File: config.mk
export PLATFORM = sky130hd
export DESIGN_NAME = keyboard_scancode_decoder_core
export DESIGN_NICKNAME = d
export VERILOG_FILES = /design/src/sv/kbd_pkg.sv /design/src/sv/keyboard_scancode_decoder_core.sv
export SDC_FILE = /design/constraint.sdc
export NUM_CORES = 1
export LEC_CHECK = 0
export ABC_AREA = 1
export BUFFER_PORTS_ARGS = -buffer_cell sky130_fd_sc_hd__buf_2
export CORE_UTILIZATION = 45
export CTS_CLUSTER_SIZE = 14
export DETAILED_ROUTE_END_ITERATION = 6
export PLACE_DENSITY_LB_ADDON = 0.3
export REMOVE_ABC_BUFFERS = 1
export SYNTH_ARGS = -nofsm -noshare
export SYNTH_HDL_FRONTEND = slang
export SYNTH_SLANG_ARGS = --single-unit
File: constraint.sdc
create_clock -name aclk -period 3.4 [get_ports aclk]
set_input_delay 0.34 -clock aclk [delete_from_list [all_inputs] [get_ports aclk]]
set_output_delay 0.34 -clock aclk [all_outputs]
set_load 0.01 [all_outputs]
File: src/sv/kbd_pkg.sv
// Package for the scancode decoder: set-1 key tables, dead-key codes and the
// Latin-1 composition function. No dependencies.
`timescale 1ns / 1ps
`default_nettype none

package kbd_pkg;

    // Set-1 make codes with a role of their own
    localparam logic [7:0] SC_LSHIFT   = 8'h2A;
    localparam logic [7:0] SC_RSHIFT   = 8'h36;
    localparam logic [7:0] SC_CAPS     = 8'h3A;
    localparam logic [7:0] SC_LAST     = 8'd57;
    localparam logic [7:0] SC_RELEASE  = 8'h80;
    localparam logic [6:0] SC_KEY_MASK = 7'h7F;

    // Controller status bits
    localparam int unsigned ST_OUT_FULL = 0;
    localparam int unsigned ST_AUX_DATA = 5;

    localparam logic [7:0] CASE_OFFSET = 8'h20;
    localparam logic [7:0] CH_LOW_A    = 8'h61;
    localparam logic [7:0] CH_LOW_Z    = 8'h7A;

    typedef enum logic [2:0] {
        ACC_NONE  = 3'd0,
        ACC_ACUTE = 3'd1,
        ACC_TILDE = 3'd2,
        ACC_CIRC  = 3'd3,
        ACC_GRAVE = 3'd4
    } accent_t;

    // Unshifted set-1 table, codes 0 to 57
    function automatic logic [7:0] plain_char(input logic [5:0] idx);
        logic [7:0] c;
        case (idx)
            6'd1:  c = 8'h1B;
            6'd2:  c = 8'h31;
            6'd3:  c = 8'h32;
            6'd4:  c = 8'h33;
            6'd5:  c = 8'h34;
            6'd6:  c = 8'h35;
            6'd7:  c = 8'h36;
            6'd8:  c = 8'h37;
            6'd9:  c = 8'h38;
            6'd10: c = 8'h39;
            6'd11: c = 8'h30;
            6'd12: c = 8'h2D;
            6'd13: c = 8'h3D;
            6'd14: c = 8'h08;
            6'd15: c = 8'h09;
            6'd16: c = 8'h71;
            6'd17: c = 8'h77;
            6'd18: c = 8'h65;
            6'd19: c = 8'h72;
            6'd20: c = 8'h74;
            6'd21: c = 8'h79;
            6'd22: c = 8'h75;
            6'd23: c = 8'h69;
            6'd24: c = 8'h6F;
            6'd25: c = 8'h70;
            6'd26: c = 8'h5B;
            6'd27: c = 8'h5D;
            6'd28: c = 8'h0A;
            6'd30: c = 8'h61;
            6'd31: c = 8'h73;
            6'd32: c = 8'h64;
            6'd33: c = 8'h66;
            6'd34: c = 8'h67;
            6'd35: c = 8'h68;
            6'd36: c = 8'h6A;
            6'd37: c = 8'h6B;
            6'd38: c = 8'h6C;
            6'd39: c = 8'h3B;
            6'd40: c = 8'h27;
            6'd41: c = 8'h60;
            6'd43: c = 8'h5C;
            6'd44: c = 8'h7A;
            6'd45: c = 8'h78;
            6'd46: c = 8'h63;
            6'd47: c = 8'h76;
            6'd48: c = 8'h62;
            6'd49: c = 8'h6E;
            6'd50: c = 8'h6D;
            6'd51: c = 8'h2C;
            6'd52: c = 8'h2E;
            6'd53: c = 8'h2F;
            6'd55: c = 8'h2A;
            6'd57: c = 8'h20;
            default: c = 8'h00;
        endcase
        return c;
    endfunction

    // Shifted table: letters take their capital, symbol keys their upper legend
    function automatic logic [7:0] shifted_char(input logic [5:0] idx);
        logic [7:0] p;
        logic [7:0] c;
        p = plain_char(idx);
        case (idx)
            6'd2:  c = 8'h21;
            6'd3:  c = 8'h40;
            6'd4:  c = 8'h23;
            6'd5:  c = 8'h24;
            6'd6:  c = 8'h25;
            6'd7:  c = 8'h5E;
            6'd8:  c = 8'h26;
            6'd9:  c = 8'h2A;
            6'd10: c = 8'h28;
            6'd11: c = 8'h29;
            6'd12: c = 8'h5F;
            6'd13: c = 8'h2B;
            6'd26: c = 8'h7B;
            6'd27: c = 8'h7D;
            6'd39: c = 8'h3A;
            6'd40: c = 8'h22;
            6'd41: c = 8'h7E;
            6'd43: c = 8'h7C;
            6'd51: c = 8'h3C;
            6'd52: c = 8'h3E;
            6'd53: c = 8'h3F;
            default: begin
                if (p >= CH_LOW_A && p <= CH_LOW_Z) c = p - CASE_OFFSET;
                else                                 c = p;
            end
        endcase
        return c;
    endfunction

    function automatic accent_t accent_of(input logic [7:0] c);
        accent_t a;
        case (c)
            8'h27:   a = ACC_ACUTE;
            8'h7E:   a = ACC_TILDE;
            8'h5E:   a = ACC_CIRC;
            8'h60:   a = ACC_GRAVE;
            default: a = ACC_NONE;
        endcase
        return a;
    endfunction

    function automatic logic [7:0] accent_char(input accent_t a);
        logic [7:0] c;
        case (a)
            ACC_ACUTE: c = 8'h27;
            ACC_TILDE: c = 8'h7E;
            ACC_CIRC:  c = 8'h5E;
            ACC_GRAVE: c = 8'h60;
            default:   c = 8'h00;
        endcase
        return c;
    endfunction

    // Latin-1 accented form, or the base character unchanged
    function automatic logic [7:0] compose(input accent_t a, input logic [7:0] b);
        logic [7:0] c;
        c = b;
        case (a)
            ACC_ACUTE: begin
                case (b)
                    8'h61:   c = 8'd225;
                    8'h65:   c = 8'd233;
                    8'h69:   c = 8'd237;
                    8'h6F:   c = 8'd243;
                    8'h75:   c = 8'd250;
                    8'h63:   c = 8'd231;
                    default: c = b;
                endcase
            end
            ACC_TILDE: begin
                case (b)
                    8'h61:   c = 8'd227;
                    8'h6F:   c = 8'd245;
                    default: c = b;
                endcase
            end
            ACC_CIRC: begin
                case (b)
                    8'h61:   c = 8'd226;
                    8'h65:   c = 8'd234;
                    8'h6F:   c = 8'd244;
                    default: c = b;
                endcase
            end
            ACC_GRAVE: begin
                if (b == 8'h61) c = 8'd224;
                else            c = b;
            end
            default: c = b;
        endcase
        return c;
    endfunction

endpackage

`default_nettype wire

File: src/sv/keyboard_scancode_decoder_core.sv
// Scancode set-1 to Latin-1 decoder with shift, caps lock and dead keys.
// Depends on kbd_pkg for the key tables and the composition function.
//
//  channel | ports                                  | direction | role
//  --------+----------------------------------------+-----------+----------------------------
//  s_      | s_valid s_ready s_ctrl_status          | in        | status and scancode byte
//          | s_scan_byte                            |           |
//  m_      | m_valid m_ready m_char_valid           | out       | one result item per input
//          | m_char_code m_dead_pending             |           |
//
// Each input item gives exactly one result item. It sits in the input
// register while the lookup, compose and flag update run, and moves into the
// result register, which drives m_valid, once that register is empty or
// draining. A new item may be taken every cycle; a stall on m_ready holds
// both stages and drops s_ready only once the input register is full too.
// Synchronous active-low reset empties both stages and clears shift, caps
// and the armed dead key.
`timescale 1ns / 1ps
`default_nettype none

module keyboard_scancode_decoder_core
    import kbd_pkg::*;
(
    input  wire logic       aclk,
    input  wire logic       aresetn,
    input  wire logic       s_valid,
    output logic            s_ready,
    input  wire logic [7:0] s_ctrl_status,
    input  wire logic [7:0] s_scan_byte,
    output logic            m_valid,
    input  wire logic       m_ready,
    output logic            m_char_valid,
    output logic [7:0]      m_char_code,
    output logic            m_dead_pending
);

    // Input register
    logic       in_valid_reg;
    logic [7:0] status_reg;
    logic [7:0] scan_reg;

    // Result register
    logic       out_valid_reg;
    logic       char_valid_reg;
    logic [7:0] char_code_reg;
    logic       dead_pending_reg;

    // Decoder state
    logic       shift_held_reg;
    logic       caps_on_reg;
    accent_t    pending_accent_reg;

    logic       shift_held_next;
    logic       caps_on_next;
    accent_t    pending_accent_next;
    logic       char_valid_next;
    logic [7:0] char_code_next;

    logic       advance;
    logic       item_used;
    logic [7:0] key_char;
    logic [7:0] cased_char;
    accent_t    key_accent;

    // Move the input item on whenever the result register is empty or draining
    assign advance = in_valid_reg && (!out_valid_reg || m_ready);
    assign s_ready = !in_valid_reg || advance;

    always_ff @(posedge aclk) begin
        if (!aresetn) begin
            in_valid_reg <= 1'b0;
        end else if (s_ready) begin
            in_valid_reg <= s_valid;
        end
        if (s_ready && s_valid) begin
            status_reg <= s_ctrl_status;
            scan_reg   <= s_scan_byte;
        end
    end

    // Table lookup and caps handling; caps only uppercases when shift is up
    always_comb begin
        key_char = 8'h00;
        if (scan_reg <= SC_LAST) begin
            key_char = shift_held_reg ? shifted_char(scan_reg[5:0])
                                      : plain_char(scan_reg[5:0]);
        end
        cased_char = key_char;
        if (!shift_held_reg && caps_on_reg && key_char >= CH_LOW_A && key_char <= CH_LOW_Z) begin
            cased_char = key_char - CASE_OFFSET;
        end
        key_accent = accent_of(cased_char);
    end

    assign item_used = status_reg[ST_OUT_FULL] && !status_reg[ST_AUX_DATA];

    // Flag update and dead-key composition
    always_comb begin
        shift_held_next     = shift_held_reg;
        caps_on_next        = caps_on_reg;
        pending_accent_next = pending_accent_reg;
        char_valid_next     = 1'b0;
        char_code_next      = 8'h00;
        if (item_used) begin
            if ((scan_reg & SC_RELEASE) != 8'h00) begin
                // Only a shift release acts; every other break or prefix is dropped
                if ({1'b0, scan_reg[6:0] & SC_KEY_MASK} == SC_LSHIFT ||
                    {1'b0, scan_reg[6:0] & SC_KEY_MASK} == SC_RSHIFT) begin
                    shift_held_next = 1'b0;
                end
            end else if (scan_reg == SC_LSHIFT || scan_reg == SC_RSHIFT) begin
                shift_held_next = 1'b1;
            end else if (scan_reg == SC_CAPS) begin
                caps_on_next = !caps_on_reg;
            end else if (key_accent != ACC_NONE) begin
                if (pending_accent_reg == ACC_NONE) begin
                    pending_accent_next = key_accent;
                end else if (pending_accent_reg == key_accent) begin
                    // Same dead key twice: emit the accent itself and disarm
                    char_valid_next     = 1'b1;
                    char_code_next      = accent_char(key_accent);
                    pending_accent_next = ACC_NONE;
                end
                // A different dead key leaves the first armed
            end else if (cased_char != 8'h00) begin
                char_valid_next     = 1'b1;
                char_code_next      = compose(pending_accent_reg, cased_char);
                pending_accent_next = ACC_NONE;
            end
        end
    end

    always_ff @(posedge aclk) begin
        if (!aresetn) begin
            out_valid_reg      <= 1'b0;
            shift_held_reg     <= 1'b0;
            caps_on_reg        <= 1'b0;
            pending_accent_reg <= ACC_NONE;
        end else begin
            if (advance) begin
                out_valid_reg      <= 1'b1;
                shift_held_reg     <= shift_held_next;
                caps_on_reg        <= caps_on_next;
                pending_accent_reg <= pending_accent_next;
            end else if (m_ready) begin
                out_valid_reg <= 1'b0;
            end
        end
        if (advance) begin
            char_valid_reg   <= char_valid_next;
            char_code_reg    <= char_code_next;
            dead_pending_reg <= (pending_accent_next != ACC_NONE);
        end
    end

    assign m_valid        = out_valid_reg;
    assign m_char_valid   = char_valid_reg;
    assign m_char_code    = char_code_reg;
    assign m_dead_pending = dead_pending_reg;

endmodule

`default_nettype wire

==> out/metrics.csv, run 1 <==
metric;value;unit
Synth Area in Simple Gates;40.1;%
DRC;0;
Crit path top cell by count;nand2_1;
Worst Tran Pin Value;1.20;ns
NumNets Final;688;
Syn. warnings;0;
CTS tree;built;
initial antenna violation count;0;
clk slew on worst S/H paths;0.08;ns
P_int;817;uW
chip height;88.6;microns
Setup crit start kind;register;
Post-Syn Instances;543;
Slowest-stage cell, CP;edfxtp_1;
worst stage delay on the critical path;0.54;ns
register area share after synthesis;26.1;%
Detailed Place HPWL;7180;microns
final setup margin;-0.345;ns
CTS Buf Count;5;
Net Sw Frac;38.5;%
initial core utilization;46.6;%
count of unique library cells instantiated by Yosys;41;
final WL;11500;microns
Std-Cell Rows;31;
later-pin clock latency in the skew report;0.29;ns
Seq pwr share;37.5;%
Congestion Overflow GR;0;
Max rail drop VDD;0.181;mV
Placement Setup Slack;-0.159;ns
P&R area growth vs syn;45.0;%
largest family of logic cells by synthesized area;simple AND/OR/NAND/NOR gates;
adder-cell share of the synthesized area;4.44;%
depth of the CTS H-tree;2;
Yosys reg bits;34;
skew final;0.0140;ns
endpoint type of the worst setup path;register;
Cell Area, Synth;3380;sq um
failing checks;negative setup slack;
Die Width;88.6;microns
Comb power frac;40.3;%
Synth Area in Compound Gates;17.3;%
Filler cells;585;
Avg WL per Cell;15.2;microns
drt pass-1 iters;7;
routability cong.;0.938;
initial drt markers;402;
vias in the first global route;3578;
worst min-delay path category;in -> reg;
min Tclk post-route;3.74;ns
crit-path cells;nand2_2 -> inv_1 -> nand3_1 -> nand3_2 -> nor2_4 -> nand3_4 -> inv_2 -> nand2_1 -> o21ai_1 -> nand2_1 -> nand3_2 -> ha_4 -> nand3_4 -> nand2_4 -> nor2_8 -> nand4_1 -> nand2_1 -> nand2_1 -> nand2_2 -> nand3_4 -> o21bai_1 -> nand2_1 -> nor2_1 -> nand2_1;
switching pwr;512;uW
overall power;1330;uW
first-pass GRT wire length;15700;microns
worst path arrival time;3.79;ns
Max Buffers Root-to-Sink;2;
leak pwr;0.00244;uW
antenna viol nets, final;0;
RSZ-0062 raised after global routing;true;
Clock power frac;22.2;%
fmax;267;MHz
largest net degree at the start of global routing;16;
# diodes;0;
final hold slack;0.215;ns
period utilization;110;%
Max Transition Viols Final;0;
DR vias;4241;
power per standard cell area;271;nW/um^2
Die ar.;7860;sq um
worst setup path category;reg -> reg;
Global Route Usage Sum;25.3;%
post-synthesis xor/xnor area fraction;0.741;%
max_slew headroom;19.0;%
core area;7250;sq um
Root Buffer;clkbuf_8;
Avg Inst Size Synth;6.22;sq um
layout cells sized above 1;36.2;%
WP data required;3.45;ns
Buffers on Ports;25;
Ports;32;
post-synthesis mux area share;0;%
Layout Utilization;67.5;%
clock sinks;34;
DR vias/cell;5.61;
status;complete, but fails checks;
Setup violations, final;13;
final hold vios;0;
crit-path max FO;5;
maxcap violations;0;
[path summary, 6_finish.rpt]
check	slack [ns]	to	start	depth (start not counted)
setup reg to reg	-0.34	m_dead_pending	scan_reg[5]	24
hold / removal	0.22	scan_reg[7]	s_scan_byte[7]	1
hold reg to reg	0.47	caps_on_reg	caps_on_reg	1
setup / recovery	-0.34	m_dead_pending	scan_reg[5]	24
[cell type report]
type	instances	area [sq um]	area share [%]
Clock buffer	6	72.6	1.48
Sequential cell	34	881	18.0
Tap cell	99	124	2.53
Timing Repair Buffer	112	845	17.2
Multi-Input combinational cell	408	2610	53.2
Inverter	95	362	7.38
Clock inverter	2	10.0	0.204
[through the flow]
step / area, sq um / TNS [ns] / cells
final: 4900 / -3.26 / 756
after global routing: 4900 / -5.46 / 756
after CTS: 4280 / -0.00715 / 735
after detailed placement: 4050 / -0.801 / 720
after global placement: 4050 / -0.116 / 720
after floorplan: 3350 / 0 / 536
[critical path: cells and delay by family (launching register included)]
kind / cells / cell delay (ns)
simple gates: 19 / 2.24
fa+ha+maj: 1 / 0.22
flops: 1 / 0.54
compound gates: 2 / 0.30
buf+inv: 2 / 0.20
[cell usage after synthesis]
| cell | number | area (sq um) |
|---|---|---|
| clkbuf_1 | 6 | 22.5 |
| nand4_1 | 9 | 56.3 |
| a21oi_2 | 1 | 8.76 |
| nor2_1 | 70 | 263 |
| nand3_4 | 1 | 17.5 |
| nor2_2 | 7 | 43.8 |
| or2_1 | 1 | 6.26 |
| nand2_2 | 6 | 37.5 |
| o22ai_1 | 2 | 12.5 |
| a22oi_1 | 1 | 7.51 |
| xor2_1 | 1 | 8.76 |
| nand3_2 | 7 | 70.1 |
| inv_2 | 11 | 41.3 |
| nor2_8 | 2 | 40.0 |
| nor2_4 | 1 | 11.3 |
| ha_1 | 12 | 150 |
| a21boi_0 | 2 | 15.0 |
| a221o_1 | 1 | 10.0 |
| o221ai_1 | 1 | 8.76 |
| a211oi_1 | 2 | 15.0 |
| o211ai_1 | 9 | 67.6 |
| dfxtp_1 | 14 | 280 |
| nand2_1 | 116 | 435 |
| o21ai_0 | 33 | 165 |
| a21o_1 | 1 | 7.51 |
| buf_1 | 1 | 3.75 |
| or2_0 | 1 | 6.26 |
| nor3_1 | 8 | 40.0 |
| edfxtp_1 | 20 | 601 |
| o21a_1 | 1 | 7.51 |
| o21bai_1 | 1 | 7.51 |
| o21ai_1 | 7 | 35.0 |
| o311ai_0 | 3 | 26.3 |
| inv_1 | 83 | 312 |
| clkinv_1 | 1 | 3.75 |
| nand3_1 | 61 | 305 |
| nand2_4 | 2 | 22.5 |
| a31oi_1 | 5 | 31.3 |
| a21oi_1 | 30 | 150 |
| xor2_2 | 1 | 16.3 |
| a311oi_1 | 1 | 8.76 |
[kinds of logic after synthesis]
group / count (synthesis)
simple gates: 292
xor+xnor: 2
buf+inv: 102
fa+ha+maj: 12
compound gates: 101
flops: 34
[power by group through the flow]
stage          combinational (uW)  sequential, uW  clock [uW]
5_1_grt                       579             503         315
3_3_place_gp                  405             502           0
6_report                      535             498         296
3_5_place_dp                  412             503           0
2_1_floorplan                 276             501           0
4_1_cts                       427             495         298
[per-layer routing]
layer / vias to the layer above / GRT usage, % / share of wire (%)
li1: 2024 / - / -
met4: 0 / 10.4 / 4.7
met1: 1904 / 32.7 / 39
met5: - / 0 / 0
met2: 247 / 42.3 / 49
met3: 66 / 3.45 / 7.1
[timing repair]
item | 4_1_cts | 5_1_grt
endpoints found under the setup margin | 12 | 13
gates cloned | 1 | 0
buffers inserted | 6 | 21
hold buffers | 0 | 0
pin swaps | 7 | 61
gates resized for setup | 24 | 110
[layout by cell type (no fill, tap or decap), types with 15 or more instances in the layout]
cell type,count
edfxtp_1,20
nand2_1,86
inv_1,79
o21ai_0,28
buf_4,74
a21oi_1,29
nand3_2,21
buf_2,25
nor2_1,57
nand3_1,38
nand2_4,15
nand2_2,23
(Power assumes the default switching activity.)
==> run 2: changes to the inputs <==
--- a/config.mk
+++ b/config.mk
@@ -6,7 +6,7 @@
 export NUM_CORES = 1
 export LEC_CHECK = 0
 export ABC_AREA = 1
-export BUFFER_PORTS_ARGS = -buffer_cell sky130_fd_sc_hd__buf_2
+export BUFFER_PORTS_ARGS = -buffer_cell sky130_fd_sc_hd__clkbuf_2
 export CORE_UTILIZATION = 45
 export CTS_CLUSTER_SIZE = 14
 export DETAILED_ROUTE_END_ITERATION = 6
==> run 2 against run 1 <==
Effect of this change:
- the flow still finishes with violations (negative setup slack)
- wire length decreased by 7.2%
- critical path depth increased by 1
- final area decreased by 2.8%
- combinational power decreased by 3%
- global-route usage increased by 0.38 points
- fmax increased by 1.4%
- sequential power about the same
==> out/metrics.csv, run 2 (synthesized netlist as in run 1, its figures left out) <==
metric;value;unit
routability cong.;0.978;
r2r startpoint;scan_reg[4];
DP Area;4030;sq um
skew final;0.00633;ns
worst setup path category;reg -> reg;
vias in the first global route;3573;
worst reg2reg path depth;25;
commonest cells after routing, fill and taps aside;nand2_1 (96), buf_4 (80), inv_1 (78), nor2_1 (58), nand3_1 (40);
initial antenna violation count;0;
CTS Buf Count;5;
core area;7250;sq um
Critical path origin;scan_reg[4];
chip height;88.6;microns
Ports;32;
min Tclk post-route;3.69;ns
storage element area;881;sq um
status;complete, but fails checks;
later-pin clock latency in the skew report;0.29;ns
Setup violations, final;13;
layout cells sized above 1;35.0;%
drt pass-1 iters;5;
design area;4760;sq um
RSZ-0062 raised after global routing;true;
power per standard cell area;275;nW/um^2
initial drt markers;351;
overall power;1310;uW
final hold vios;0;
Setup crit start kind;register;
clk slew on worst S/H paths;0.07;ns
crit-path max FO;6;
Buffers on Ports;25;
area taken by multi-input logic gates;2480;sq um
Worst Tran Pin Value;1.15;ns
# diodes;0;
Max Buffers Root-to-Sink;2;
Avg WL per Cell;14.1;microns
Die Width;88.6;microns
max_slew headroom;22.8;%
largest net degree at the start of global routing;20;
NumNets Final;689;
maxcap violations;0;
Layout Utilization;65.6;%
first-pass GRT wire length;15900;microns
leak pwr;0.00240;uW
WP data required;3.45;ns
DR vias;4140;
DR vias/cell;5.47;
antenna viol nets, final;0;
initial core utilization;46.6;%
failing checks;negative setup slack;
Max Transition Viols Final;0;
Global Route Usage Sum;25.6;%
Detailed Place HPWL;7140;microns
Root Buffer;clkbuf_8;
Std-Cell Rows;31;
Die ar.;7860;sq um
most common cell after layout, fill and taps aside;nand2_1;
final WL;10700;microns
Congestion Overflow GR;0;
Filler cells;615;
crit path to;m_dead_pending;
Max rail drop VDD;0.173;mV
endpoint type of the worst setup path;register;
period utilization;109;%
worst min-delay path category;in -> reg;
fmax;271;MHz
final setup margin;-0.291;ns
r2r setup slk;-0.29;ns
Hold-fix buffers, CTS;0;
DRC;0;
P&R area growth vs syn;40.9;%
Critical R2R Capture;m_dead_pending;
depth of the CTS H-tree;2;
clock sinks;34;
CTS tree;built;
worst path arrival time;3.74;ns
run 2: changes by cell type in the layout (fill, tap and decap cells not counted), sizes merged:
cell    previous run  this run
buf              112        89
clkbuf             6        31
nand3             70        69
run 2: layout make-up:
| cell class | count | area share (%) |
|---|---|---|
| clock buffer | 6 | 1.52 |
| clock inverter | 2 | 0.210 |
| inverter | 95 | 7.65 |
| multi-input combinational | 407 | 52.1 |
| sequential | 34 | 18.5 |
| tap | 99 | 2.60 |
| timing repair buffer | 114 | 17.4 |
run 2: metrics by stage:
step                cells  worst slack, ns  hold WS, ns  TNS [ns]
floorplan             536            0.235        0.422         0
global placement      717          -0.0706        0.447    -0.185
detailed placement    717           -0.124        0.447    -0.366
CTS                   741          0.00346        0.217         0
global route          757           -0.477        0.213     -4.66
finish                757           -0.291        0.220     -2.07
run 2: layer usage:
metal  up-vias  GRT usage [%]  share of wire, %
met3        45           2.61               5.5
li1       2021              -                 -
met4         0           8.50               3.3
met5         -              0                 0
met1      1905           34.2                42
met2       169           43.4                49
run 2: critical path: stages (launching register included):
cell and delay, ns:
edfxtp_1 0.50, buf_6 0.17, nor2_4 0.23, nand3_1 0.20, nand2_1 0.13, nor2_2 0.05
nand3_4 0.11, buf_6 0.14, nand3_2 0.08, nand3_2 0.10, nand2_2 0.08, nor2_4 0.15
nor2_4 0.07, nand2_2 0.10, nand2_4 0.08, nor2_4 0.24, nand2_4 0.11, nor2_8 0.13
xor2_2 0.16, nand3_2 0.13, nand2_2 0.11, nand2_4 0.07, nand2_2 0.07, nand2_2 0.04
nor2_1 0.12, nand2_1 0.07
run 2: repair_timing:
item / 4_1_cts / 5_1_grt
resized for setup: 26 / 86
pin swaps: 16 / 58
setup buffers: 16 / 17
endpoints found under the setup margin: 9 / 13
run 2: power by group:
part | switching, uW | leakage [uW] | total [uW] | internal [uW]
Sequential | 25.8 | 0.000312 | 496 | 470
Clock | 152 | 0.0000450 | 293 | 142
Combinational | 315 | 0.00205 | 518 | 203
run 2: worst min path at each step:
stage                                 from       endpoint  slack [ns]  cells past startpoint
final                     s_ctrl_status[5]  status_reg[5]        0.22                      1
after global routing      s_ctrl_status[5]  status_reg[5]        0.21                      1
after CTS                 s_ctrl_status[5]  status_reg[5]        0.22                      1
after detailed placement       caps_on_reg    caps_on_reg        0.45                      1
after global placement         caps_on_reg    caps_on_reg        0.45                      1
after floorplan                caps_on_reg    caps_on_reg        0.42                      1
